[config.mk]
export PLATFORM = sky130hd
export DESIGN_NAME = bmp_stream_decoder
export DESIGN_NICKNAME = d
export VERILOG_FILES = /design/src/hdl/bmpd_pkg.sv /design/src/hdl/bmp_stream_decoder.sv /design/src/hdl/bmpd_parse.sv /design/src/hdl/bmpd_out_fifo.sv
export SDC_FILE = /design/constraint.sdc
export NUM_CORES = 2
export LEC_CHECK = 0
export ABC_AREA = 0
export BUFFER_PORTS_ARGS = -buffer_cell sky130_fd_sc_hd__buf_2
export CAP_MARGIN = 5
export CORE_ASPECT_RATIO = 1.4
export CORE_MARGIN = 10
export CORE_UTILIZATION = 60
export DETAILED_ROUTE_END_ITERATION = 8
export GPL_TIMING_DRIVEN = 0
export PLACE_DENSITY = 0.78
export SYNTH_ARGS = -nofsm -noshare
export SYNTH_HDL_FRONTEND = slang
export SYNTH_SLANG_ARGS = --single-unit
[constraint.sdc]
create_clock -name clk -period 29.7 [get_ports clk]
set_clock_uncertainty 0.15 [all_clocks]
set_input_delay 5.94 -clock clk [delete_from_list [all_inputs] [get_ports clk]]
set_output_delay 5.94 -clock clk [all_outputs]
set_load 0.02 [all_outputs]
[src/hdl/bmpd_pkg.sv]
package bmpd_pkg;

  localparam int HDR_BYTES = 54;

  localparam logic [7:0] CHAR_B = 8'h42;
  localparam logic [7:0] CHAR_M = 8'h4d;

  localparam logic [15:0] BITS_24 = 16'd24;
  localparam logic [15:0] BITS_32 = 16'd32;

  localparam logic [1:0] KIND_PIXEL  = 2'd0;
  localparam logic [1:0] KIND_HEADER = 2'd1;
  localparam logic [1:0] KIND_ERROR  = 2'd2;

  localparam logic [2:0] ERR_NONE      = 3'd0;
  localparam logic [2:0] ERR_SHORT     = 3'd1;
  localparam logic [2:0] ERR_NO_MARK   = 3'd2;
  localparam logic [2:0] ERR_FILE_SIZE = 3'd3;
  localparam logic [2:0] ERR_INFO_SIZE = 3'd4;
  localparam logic [2:0] ERR_BIT_COUNT = 3'd5;
  localparam logic [2:0] ERR_TOO_LARGE = 3'd6;
  localparam logic [2:0] ERR_TRUNCATED = 3'd7;

  localparam int FIFO_DEPTH = 4;
  localparam int PTR_W      = 2;
  localparam int CNT_W      = 3;

  typedef struct packed {
    logic [1:0]  kind;
    logic [2:0]  error_code;
    logic [23:0] pixel_index;
    logic [7:0]  red;
    logic [7:0]  green;
    logic [7:0]  blue;
    logic [7:0]  alpha;
    logic [12:0] image_width;
    logic [12:0] image_height;
    logic        has_alpha;
    logic        last;
  } res_t;

  // one decoded input item: one or two results
  typedef struct packed {
    logic valid;
    logic two;
    res_t r0;
    res_t r1;
  } push_t;

  function automatic res_t make_error(input logic [2:0] code);
    res_t r;
    r = '0;
    r.kind       = KIND_ERROR;
    r.error_code = code;
    r.last       = 1'b1;
    return r;
  endfunction

endpackage

[src/hdl/bmp_stream_decoder.sv]
// Streaming decoder for uncompressed 24- and 32-bit bitmap files. Feed the file one
// byte per item; start_of_file (s_tuser) on the first byte restarts parsing and samples
// the buffer length, end_of_buffer (s_tlast) marks the last byte supplied. After the
// 54-byte header one header-accepted or error result comes out, then one pixel result
// per completed pixel with a bottom-up row flip in pixel_index; an early end of buffer
// adds a truncation error. The block takes one byte every clock while s_tready is high;
// each result passes the input register and then the result queue. A byte that ends the
// buffer can give two results, which leave one after the other through a four-entry
// result queue; input stalls only when that queue backs up behind a stalled output.
module bmp_stream_decoder #(
  parameter int MAX_WIDTH  = 4096,
  parameter int MAX_HEIGHT = 4096
) (
  input  logic        clk,
  input  logic        rst,
  input  logic        s_tvalid,
  output logic        s_tready,
  input  logic [39:0] s_tdata,   // byte_value, total_size
  input  logic        s_tuser,   // start_of_file
  input  logic        s_tlast,   // end_of_buffer
  output logic        m_tvalid,
  input  logic        m_tready,
  output logic [87:0] m_tdata,   // error_code, pixel_index, red, green, blue, alpha,
                                 // image_width, image_height, has_alpha, zero pad
  output logic [1:0]  m_tuser,   // kind
  output logic        m_tlast    // last
);

  logic                       in_accept;
  logic                       busy;
  bmpd_pkg::push_t            push;
  logic [bmpd_pkg::CNT_W-1:0] fifo_count;
  bmpd_pkg::res_t             res;

  // room for the item in the input register plus the new one
  assign s_tready  = ({1'b0, fifo_count} + {{bmpd_pkg::CNT_W{1'b0}}, busy})
                     < (bmpd_pkg::CNT_W + 1)'(bmpd_pkg::FIFO_DEPTH);
  assign in_accept = s_tvalid && s_tready;

  bmpd_parse #(
    .MAX_WIDTH  (MAX_WIDTH),
    .MAX_HEIGHT (MAX_HEIGHT)
  ) u_parse (
    .clk           (clk),
    .rst           (rst),
    .in_accept     (in_accept),
    .byte_value    (s_tdata[7:0]),
    .start_of_file (s_tuser),
    .end_of_buffer (s_tlast),
    .total_size    (s_tdata[39:8]),
    .busy          (busy),
    .push          (push)
  );

  bmpd_out_fifo u_fifo (
    .clk       (clk),
    .rst       (rst),
    .push      (push),
    .count     (fifo_count),
    .out_valid (m_tvalid),
    .out_ready (m_tready),
    .out_res   (res)
  );

  assign m_tdata = {2'b00, res.has_alpha, res.image_height, res.image_width, res.alpha,
                    res.blue, res.green, res.red, res.pixel_index, res.error_code};
  assign m_tuser = res.kind;
  assign m_tlast = res.last;

  a_count_bound: assert property (@(posedge clk) disable iff (rst)
    fifo_count <= bmpd_pkg::CNT_W'(bmpd_pkg::FIFO_DEPTH))
    else $error("result queue count out of range");

  a_no_overflow: assert property (@(posedge clk) disable iff (rst)
    push.valid |-> fifo_count < bmpd_pkg::CNT_W'(bmpd_pkg::FIFO_DEPTH))
    else $error("result pushed into a full queue");

  a_error_last: assert property (@(posedge clk) disable iff (rst)
    (m_tvalid && m_tuser == bmpd_pkg::KIND_ERROR) |-> m_tlast)
    else $error("error result not marked last");

endmodule

[src/hdl/bmpd_parse.sv]
module bmpd_parse #(
  parameter int MAX_WIDTH  = 4096,
  parameter int MAX_HEIGHT = 4096
) (
  input  logic                  clk,
  input  logic                  rst,
  input  logic                  in_accept,
  input  logic [7:0]            byte_value,
  input  logic                  start_of_file,
  input  logic                  end_of_buffer,
  input  logic [31:0]           total_size,
  output logic                  busy,
  output bmpd_pkg::push_t       push
);

  localparam logic [1:0] PH_IDLE   = 2'd0;
  localparam logic [1:0] PH_HEADER = 2'd1;
  localparam logic [1:0] PH_PIXELS = 2'd2;
  localparam logic [1:0] PH_DONE   = 2'd3;

  localparam logic [5:0]  HDR_LAST = 6'(bmpd_pkg::HDR_BYTES - 1);
  localparam logic [31:0] HDR_LEN  = 32'(bmpd_pkg::HDR_BYTES);

  // input register
  logic        stg_valid;
  logic [7:0]  stg_byte;
  logic        stg_sof;
  logic        stg_eob;
  logic [31:0] stg_total;

  // parser state
  logic [1:0]  phase, phase_next;
  logic [5:0]  hdr_cnt, hdr_cnt_next;
  logic [31:0] buf_len, buf_len_next;
  logic        mark_ok, mark_ok_next;
  logic [31:0] decl_fsize, decl_fsize_next;
  logic [31:0] decl_isize, decl_isize_next;
  logic [31:0] width_f, width_f_next;
  logic [31:0] height_f, height_f_next;
  logic [15:0] bits_f, bits_f_next;
  logic [23:0] partial, partial_next;
  logic [1:0]  bip, bip_next;
  logic [12:0] column, column_next;
  logic [12:0] rows_left, rows_left_next;
  logic [23:0] waddr, waddr_next;

  // effective values after a start of file
  logic [1:0]  e_phase;
  logic [5:0]  e_cnt;
  logic [1:0]  lane;
  logic [12:0] w13, h13;
  logic [25:0] base_prod;
  logic [23:0] pp;
  logic [7:0]  alpha_v;
  logic [1:0]  bip_last;
  logic [12:0] col_inc;
  logic        pix_last;
  logic        pix_out;
  bmpd_pkg::res_t hdr_res;

  assign busy = stg_valid;

  always_ff @(posedge clk) begin
    if (rst) begin
      stg_valid <= 1'b0;
      phase     <= PH_IDLE;
    end else begin
      stg_valid <= in_accept;
      phase     <= phase_next;
    end
    if (in_accept) begin
      stg_byte  <= byte_value;
      stg_sof   <= start_of_file;
      stg_eob   <= end_of_buffer;
      stg_total <= total_size;
    end
    hdr_cnt    <= hdr_cnt_next;
    buf_len    <= buf_len_next;
    mark_ok    <= mark_ok_next;
    decl_fsize <= decl_fsize_next;
    decl_isize <= decl_isize_next;
    width_f    <= width_f_next;
    height_f   <= height_f_next;
    bits_f     <= bits_f_next;
    partial    <= partial_next;
    bip        <= bip_next;
    column     <= column_next;
    rows_left  <= rows_left_next;
    waddr      <= waddr_next;
  end

  assign w13       = width_f[12:0];
  assign h13       = height_f[12:0];
  assign base_prod = (h13 - 13'd1) * w13;

  always_comb begin
    phase_next      = phase;
    hdr_cnt_next    = hdr_cnt;
    buf_len_next    = buf_len;
    mark_ok_next    = mark_ok;
    decl_fsize_next = decl_fsize;
    decl_isize_next = decl_isize;
    width_f_next    = width_f;
    height_f_next   = height_f;
    bits_f_next     = bits_f;
    partial_next    = partial;
    bip_next        = bip;
    column_next     = column;
    rows_left_next  = rows_left;
    waddr_next      = waddr;
    push            = '0;
    e_phase         = phase;
    e_cnt           = hdr_cnt;
    lane            = '0;
    pp              = partial;
    alpha_v         = 8'd0;
    bip_last        = (bits_f == bmpd_pkg::BITS_32) ? 2'd3 : 2'd2;
    col_inc         = column + 13'd1;
    pix_last        = 1'b0;
    pix_out         = 1'b0;
    hdr_res         = '0;

    if (stg_valid) begin
      if (stg_sof) begin
        e_phase         = PH_HEADER;
        e_cnt           = 6'd0;
        buf_len_next    = stg_total;
        decl_fsize_next = '0;
        decl_isize_next = '0;
        width_f_next    = '0;
        height_f_next   = '0;
        bits_f_next     = '0;
      end
      phase_next = e_phase;

      case (e_phase)
        PH_HEADER: begin
          hdr_cnt_next = e_cnt + 6'd1;
          // every four-byte field starts two bytes after a multiple of four
          lane = e_cnt[1:0] - 2'd2;
          if (e_cnt == 6'd0) begin
            mark_ok_next = (stg_byte == bmpd_pkg::CHAR_B);
          end else if (e_cnt == 6'd1) begin
            mark_ok_next = mark_ok && (stg_byte == bmpd_pkg::CHAR_M);
          end else if (e_cnt >= 6'd2 && e_cnt < 6'd6) begin
            decl_fsize_next[{lane, 3'b000} +: 8] = stg_byte;
          end else if (e_cnt >= 6'd14 && e_cnt < 6'd18) begin
            decl_isize_next[{lane, 3'b000} +: 8] = stg_byte;
          end else if (e_cnt >= 6'd18 && e_cnt < 6'd22) begin
            width_f_next[{lane, 3'b000} +: 8] = stg_byte;
          end else if (e_cnt >= 6'd22 && e_cnt < 6'd26) begin
            height_f_next[{lane, 3'b000} +: 8] = stg_byte;
          end else if (e_cnt >= 6'd28 && e_cnt < 6'd30) begin
            bits_f_next[{lane[0], 3'b000} +: 8] = stg_byte;
          end

          if (e_cnt == HDR_LAST) begin
            push.valid = 1'b1;
            phase_next = PH_DONE;
            if (buf_len < HDR_LEN) begin
              push.r0 = bmpd_pkg::make_error(bmpd_pkg::ERR_SHORT);
            end else if (!mark_ok) begin
              push.r0 = bmpd_pkg::make_error(bmpd_pkg::ERR_NO_MARK);
            end else if (decl_fsize > buf_len) begin
              push.r0 = bmpd_pkg::make_error(bmpd_pkg::ERR_FILE_SIZE);
            end else if (decl_isize > buf_len - HDR_LEN) begin
              push.r0 = bmpd_pkg::make_error(bmpd_pkg::ERR_INFO_SIZE);
            end else if (bits_f != bmpd_pkg::BITS_24 && bits_f != bmpd_pkg::BITS_32) begin
              push.r0 = bmpd_pkg::make_error(bmpd_pkg::ERR_BIT_COUNT);
            end else if (width_f > 32'(MAX_WIDTH) || height_f > 32'(MAX_HEIGHT)) begin
              push.r0 = bmpd_pkg::make_error(bmpd_pkg::ERR_TOO_LARGE);
            end else begin
              hdr_res.kind         = bmpd_pkg::KIND_HEADER;
              hdr_res.error_code   = bmpd_pkg::ERR_NONE;
              hdr_res.image_width  = w13;
              hdr_res.image_height = h13;
              hdr_res.has_alpha    = (bits_f == bmpd_pkg::BITS_32);
              hdr_res.last         = (width_f == '0) || (height_f == '0);
              push.r0              = hdr_res;
              if (!hdr_res.last) begin
                phase_next     = PH_PIXELS;
                column_next    = '0;
                rows_left_next = h13;
                bip_next       = '0;
                partial_next   = '0;
                waddr_next     = base_prod[23:0];
                if (stg_eob) begin
                  push.two = 1'b1;
                  push.r1  = bmpd_pkg::make_error(bmpd_pkg::ERR_TRUNCATED);
                end
              end
            end
          end else if (stg_eob) begin
            push.valid = 1'b1;
            push.r0    = bmpd_pkg::make_error((buf_len_next < HDR_LEN) ?
                                              bmpd_pkg::ERR_SHORT :
                                              bmpd_pkg::ERR_TRUNCATED);
          end
        end

        PH_PIXELS: begin
          case (bip)
            2'd0:    pp[7:0]   = stg_byte;
            2'd1:    pp[15:8]  = stg_byte;
            2'd2:    pp[23:16] = stg_byte;
            default: alpha_v   = stg_byte;
          endcase
          if (bip != bip_last) begin
            bip_next     = bip + 2'd1;
            partial_next = pp;
          end else begin
            pix_out  = 1'b1;
            pix_last = (rows_left == 13'd1) && (col_inc == w13);
            push.valid          = 1'b1;
            push.r0             = '0;
            push.r0.kind        = bmpd_pkg::KIND_PIXEL;
            push.r0.pixel_index = waddr;
            push.r0.red         = pp[23:16];
            push.r0.green       = pp[15:8];
            push.r0.blue        = pp[7:0];
            push.r0.alpha       = alpha_v;
            push.r0.last        = pix_last;
            bip_next            = '0;
            partial_next        = '0;
            // end of a stored row steps back up one display row
            if (col_inc >= w13) begin
              column_next    = '0;
              rows_left_next = rows_left - 13'd1;
              waddr_next     = waddr + 24'd1 - {10'd0, w13, 1'b0};
            end else begin
              column_next = col_inc;
              waddr_next  = waddr + 24'd1;
            end
            if (pix_last) begin
              phase_next = PH_DONE;
            end
          end
          if (stg_eob && !pix_last) begin
            push.valid = 1'b1;
            if (pix_out) begin
              push.two = 1'b1;
              push.r1  = bmpd_pkg::make_error(bmpd_pkg::ERR_TRUNCATED);
            end else begin
              push.r0 = bmpd_pkg::make_error(bmpd_pkg::ERR_TRUNCATED);
            end
          end
        end

        default: begin
        end
      endcase

      if (stg_eob && e_phase != PH_IDLE) begin
        phase_next = PH_DONE;
      end
    end
  end

endmodule

[src/hdl/bmpd_out_fifo.sv]
module bmpd_out_fifo (
  input  logic                          clk,
  input  logic                          rst,
  input  bmpd_pkg::push_t               push,
  output logic [bmpd_pkg::CNT_W-1:0]    count,
  output logic                          out_valid,
  input  logic                          out_ready,
  output bmpd_pkg::res_t                out_res
);

  bmpd_pkg::res_t mem_r0 [bmpd_pkg::FIFO_DEPTH];
  bmpd_pkg::res_t mem_r1 [bmpd_pkg::FIFO_DEPTH];
  logic           mem_two [bmpd_pkg::FIFO_DEPTH];

  logic [bmpd_pkg::PTR_W-1:0] wr_ptr;
  logic [bmpd_pkg::PTR_W-1:0] rd_ptr;
  logic                       sub;
  logic                       take;
  logic                       pop;

  function automatic logic [bmpd_pkg::CNT_W-1:0] CNT_ONE(input logic b);
    return {{(bmpd_pkg::CNT_W-1){1'b0}}, b};
  endfunction

  assign out_valid = (count != '0);
  assign out_res   = sub ? mem_r1[rd_ptr] : mem_r0[rd_ptr];
  assign take      = out_valid && out_ready;
  // an entry leaves after its second result, or its only one
  assign pop       = take && (sub || !mem_two[rd_ptr]);

  always_ff @(posedge clk) begin
    if (rst) begin
      wr_ptr <= '0;
      rd_ptr <= '0;
      count  <= '0;
      sub    <= 1'b0;
    end else begin
      if (push.valid) begin
        wr_ptr <= wr_ptr + 1'b1;
      end
      if (pop) begin
        rd_ptr <= rd_ptr + 1'b1;
        sub    <= 1'b0;
      end else if (take) begin
        sub <= 1'b1;
      end
      count <= count + CNT_ONE(push.valid) - CNT_ONE(pop);
    end
    if (push.valid) begin
      mem_r0[wr_ptr]  <= push.r0;
      mem_r1[wr_ptr]  <= push.r1;
      mem_two[wr_ptr] <= push.two;
    end
  end

endmodule

==> results by group <==
Synth
  • Syn Inst Count: 3,116
  • Synth Cell Area: 38,400 um2
  • Seq cells post-synth: 674
  • Syn_area_per_cell: 12.3 um2
  • Synth top area share: 0.517
  • Yosys warnings: 0
  • Main flop type after synthesis: edfxtp_1
  • Distinct cell type count after synthesis: 78
  • Synth top area cells: edfxtp_1 52%, fa_1 8.2%, mux4_2 5.3%
  • Asr flop ratio synth: 0
  • Sequential area share after synthesis: 0.524
  • Number of synthesized flops with an enable pin: 661
  • Synth area leader: edfxtp_1

Finish
  • Share of layout cells above drive strength 1: 0.112
  • Fin area: 42,500 um2
  • Multi-input logic area: 16,600 um2
  • Filler instances: 4,561
  • P&R area growth vs syn: 10.7%
  • Sequential cell area: 20,100 um2
  • Final Net Count: 3,696

Floorplan
  • Row cnt: 109
  • Core footprint: 63,300 um2
  • Die ar.: 74,600 um2
  • I/O Pins: 139
  • Starting Density: 0.606
  • Die Width: 234 um
  • Die H: 319 um

Detailed routing
  • Post-route DRC: 0
  • Routed vias: 26,200
  • Iteration-0 DRC Markers: 2,534
  • Vias per cell: 6.21
  • DR WL/cell: 23.7 um
  • DR pass1 iterations: 6
  • Detailed Route WL: 99.9 mm
  • Routed Antenna Nets: 0

GRT
  • Largest net degree at the start of global routing: 73
  • GRT Overall Usage: 0.269
  • First-pass GRT wire length: 155 mm
  • GR peak layer: met2
  • Initial antenna violation count: 2
  • Met1 Use GR: 0.322
  • Vias in the first global route: 27,000
  • Met2 usage: 0.461
  • Met3 Resource Use GR: 0.0413
  • Gr ovfl total: 0

Clock tree
  • Setup Fix Bufs, Post-CTS: 0
  • Clock slew at reported path FFs: 0.07 ns
  • H-tree level count: 2
  • Hold buffer count at CTS: 0
  • CTS tree: done
  • Clock tree buffer depth: 3
  • CTS sink cnt: 674
  • Root buffer cell: clkbuf_16
  • Worst-Skew Late Latency: 0.68 ns
  • Num CTS Buffers: 60
  • Post-cts resize count: 0

Critical path
  • CP Max Fanout: 10
  • WP data required: 23.61 ns
  • CP Capture Type: output pin
  • Crit path kind: reg2out
  • WP data arrival: 4.27 ns
  • Worst setup SP type: flip-flop

STA
  • Slew margin rel.: 0.0547
  • WHS: 0.353 ns
  • Setup violations, final: 0
  • Setup_tns: 0 ns
  • Final hold viol count: 0
  • Post-route clock period utilization: 0.349
  • RSZ-0062 raised after global routing: no
  • Max Clk Rate: 96.5 MHz
  • Final min period: 10.36 ns
  • Slew at the pin closest to its max-slew limit: 1.40 ns
  • Final slew viol count: 0

Placed design
  • Area post-placement: 40,600 um2
  • GP Congestion: 0.966
  • PortBufs: 136
  • Hpwl dp: 74.5 mm

Outcome
  • Status: finished, final reports clean

Min path
  • Hold/Removal Path Class: reg2reg

Power
  • Tot Pwr: 3240 uW
  • Pwr per Cell Area: 76.3 nW/um2
  • Leakage power: 0.0153 uW
  • Maximum VDD drop: 69.9 uV

Run
  • # Max-Cap Violations: 0
==> routing by layer <==
metal / up-vias / wire, um
li1: 11600 / -
met1: 13000 / 36400
met3: 296 / 7360
met5: - / 13
met4: 2 / 6000
met2: 1260 / 50100
==> worst paths after layout <==
check | from | to | slack, ns | cells after the start
worst max-delay path | flip-flop | m_tdata[1] | 19.34 | 7
worst min-delay path | u_fifo.sub | u_fifo.sub | 0.35 | 2
worst max register to register | u_parse.height_f[2] | u_parse.waddr[23] | 21.11 | 26
worst min register to register | u_fifo.sub | u_fifo.sub | 0.35 | 2
==> flip-flops by register name, summed over array words and instances (netlist names), 32 cells and up, named ones only <==
register,cells
u_fifo.mem_r0,356
u_parse.width_f,32
u_parse.stg_total,32
u_parse.buf_len,32
u_parse.decl_fsize,32
u_parse.height_f,32
u_parse.decl_isize,32
==> power by group <==
| part | switching, uW | internal, uW |
|---|---|---|
| Sequential | 43.0 | 1140 |
| Clock | 356 | 396 |
| Combinational | 778 | 525 |
==> placed cells by master (no fill, tap or decap), types with 45 or more instances in the layout <==
| cell type | count |
|---|---|
| clkbuf_1 | 139 |
| nand2_1 | 245 |
| nand3b_1 | 88 |
| clkbuf_16 | 60 |
| o21ai_0 | 183 |
| mux4_2 | 90 |
| a21oi_1 | 87 |
| fa_1 | 157 |
| buf_2 | 137 |
| nand3_1 | 50 |
| inv_1 | 289 |
| edfxtp_1 | 661 |
| xnor2_1 | 98 |
| ha_1 | 160 |
| nand2b_1 | 45 |
| nor4_1 | 45 |
| and2_1 | 141 |
| nor2_1 | 202 |
==> final cells by class <==
cell class	count	share of cell area
repair buffers	154	0.0261
inverters	296	0.0262
clock buffers	77	0.0378
diodes	2	0.000118
flip-flops and latches	674	0.474
clock inverters	35	0.00687
plain buffers	150	0.0138
well taps	832	0.0245
multi-input cells	1997	0.391
==> kinds of logic (layout without fill, tap and decap cells) <==
logic type      count (synthesis)  after routing  share of synthesized area
compound gates                417            417                     0.0675
xor+xnor                      141            141                     0.0322
fa+ha+maj                     317            317                      0.134
buf+inv                       446            712                     0.0442
flops                         674            674                      0.524
mux                           127            127                     0.0625
other cells                     1              4                  0.0000977
simple gates                  993            993                      0.135
==> critical path: stages (launching register included) <==
cell	delay, ns
dfxtp_1	0.31
clkbuf_1	0.70
buf_1	0.81
buf_1	0.74
mux4_2	0.59
nand2_1	0.08
nand2_1	0.13
buf_2	0.20
==> cell usage after synthesis (50+ instances only) <==
cell type / count
ha_1: 160
a21oi_1: 87
fa_1: 157
edfxtp_1: 661
clkbuf_1: 126
mux4_2: 90
xnor2_1: 98
nand3_1: 50
nor2_1: 202
and2_1: 142
nand2_1: 245
inv_1: 289
nand3b_1: 88
o21ai_0: 183
==> through the flow <==
step                setup WS, ns  utilization  cells
global route               19.05        0.671   4215
global placement           14.45        0.634   4085
finish                     19.34        0.671   4217
detailed placement         19.96        0.641   4103
floorplan                  18.59            -   3117
CTS                        19.20        0.671   4215
(Power assumes the default switching activity.)
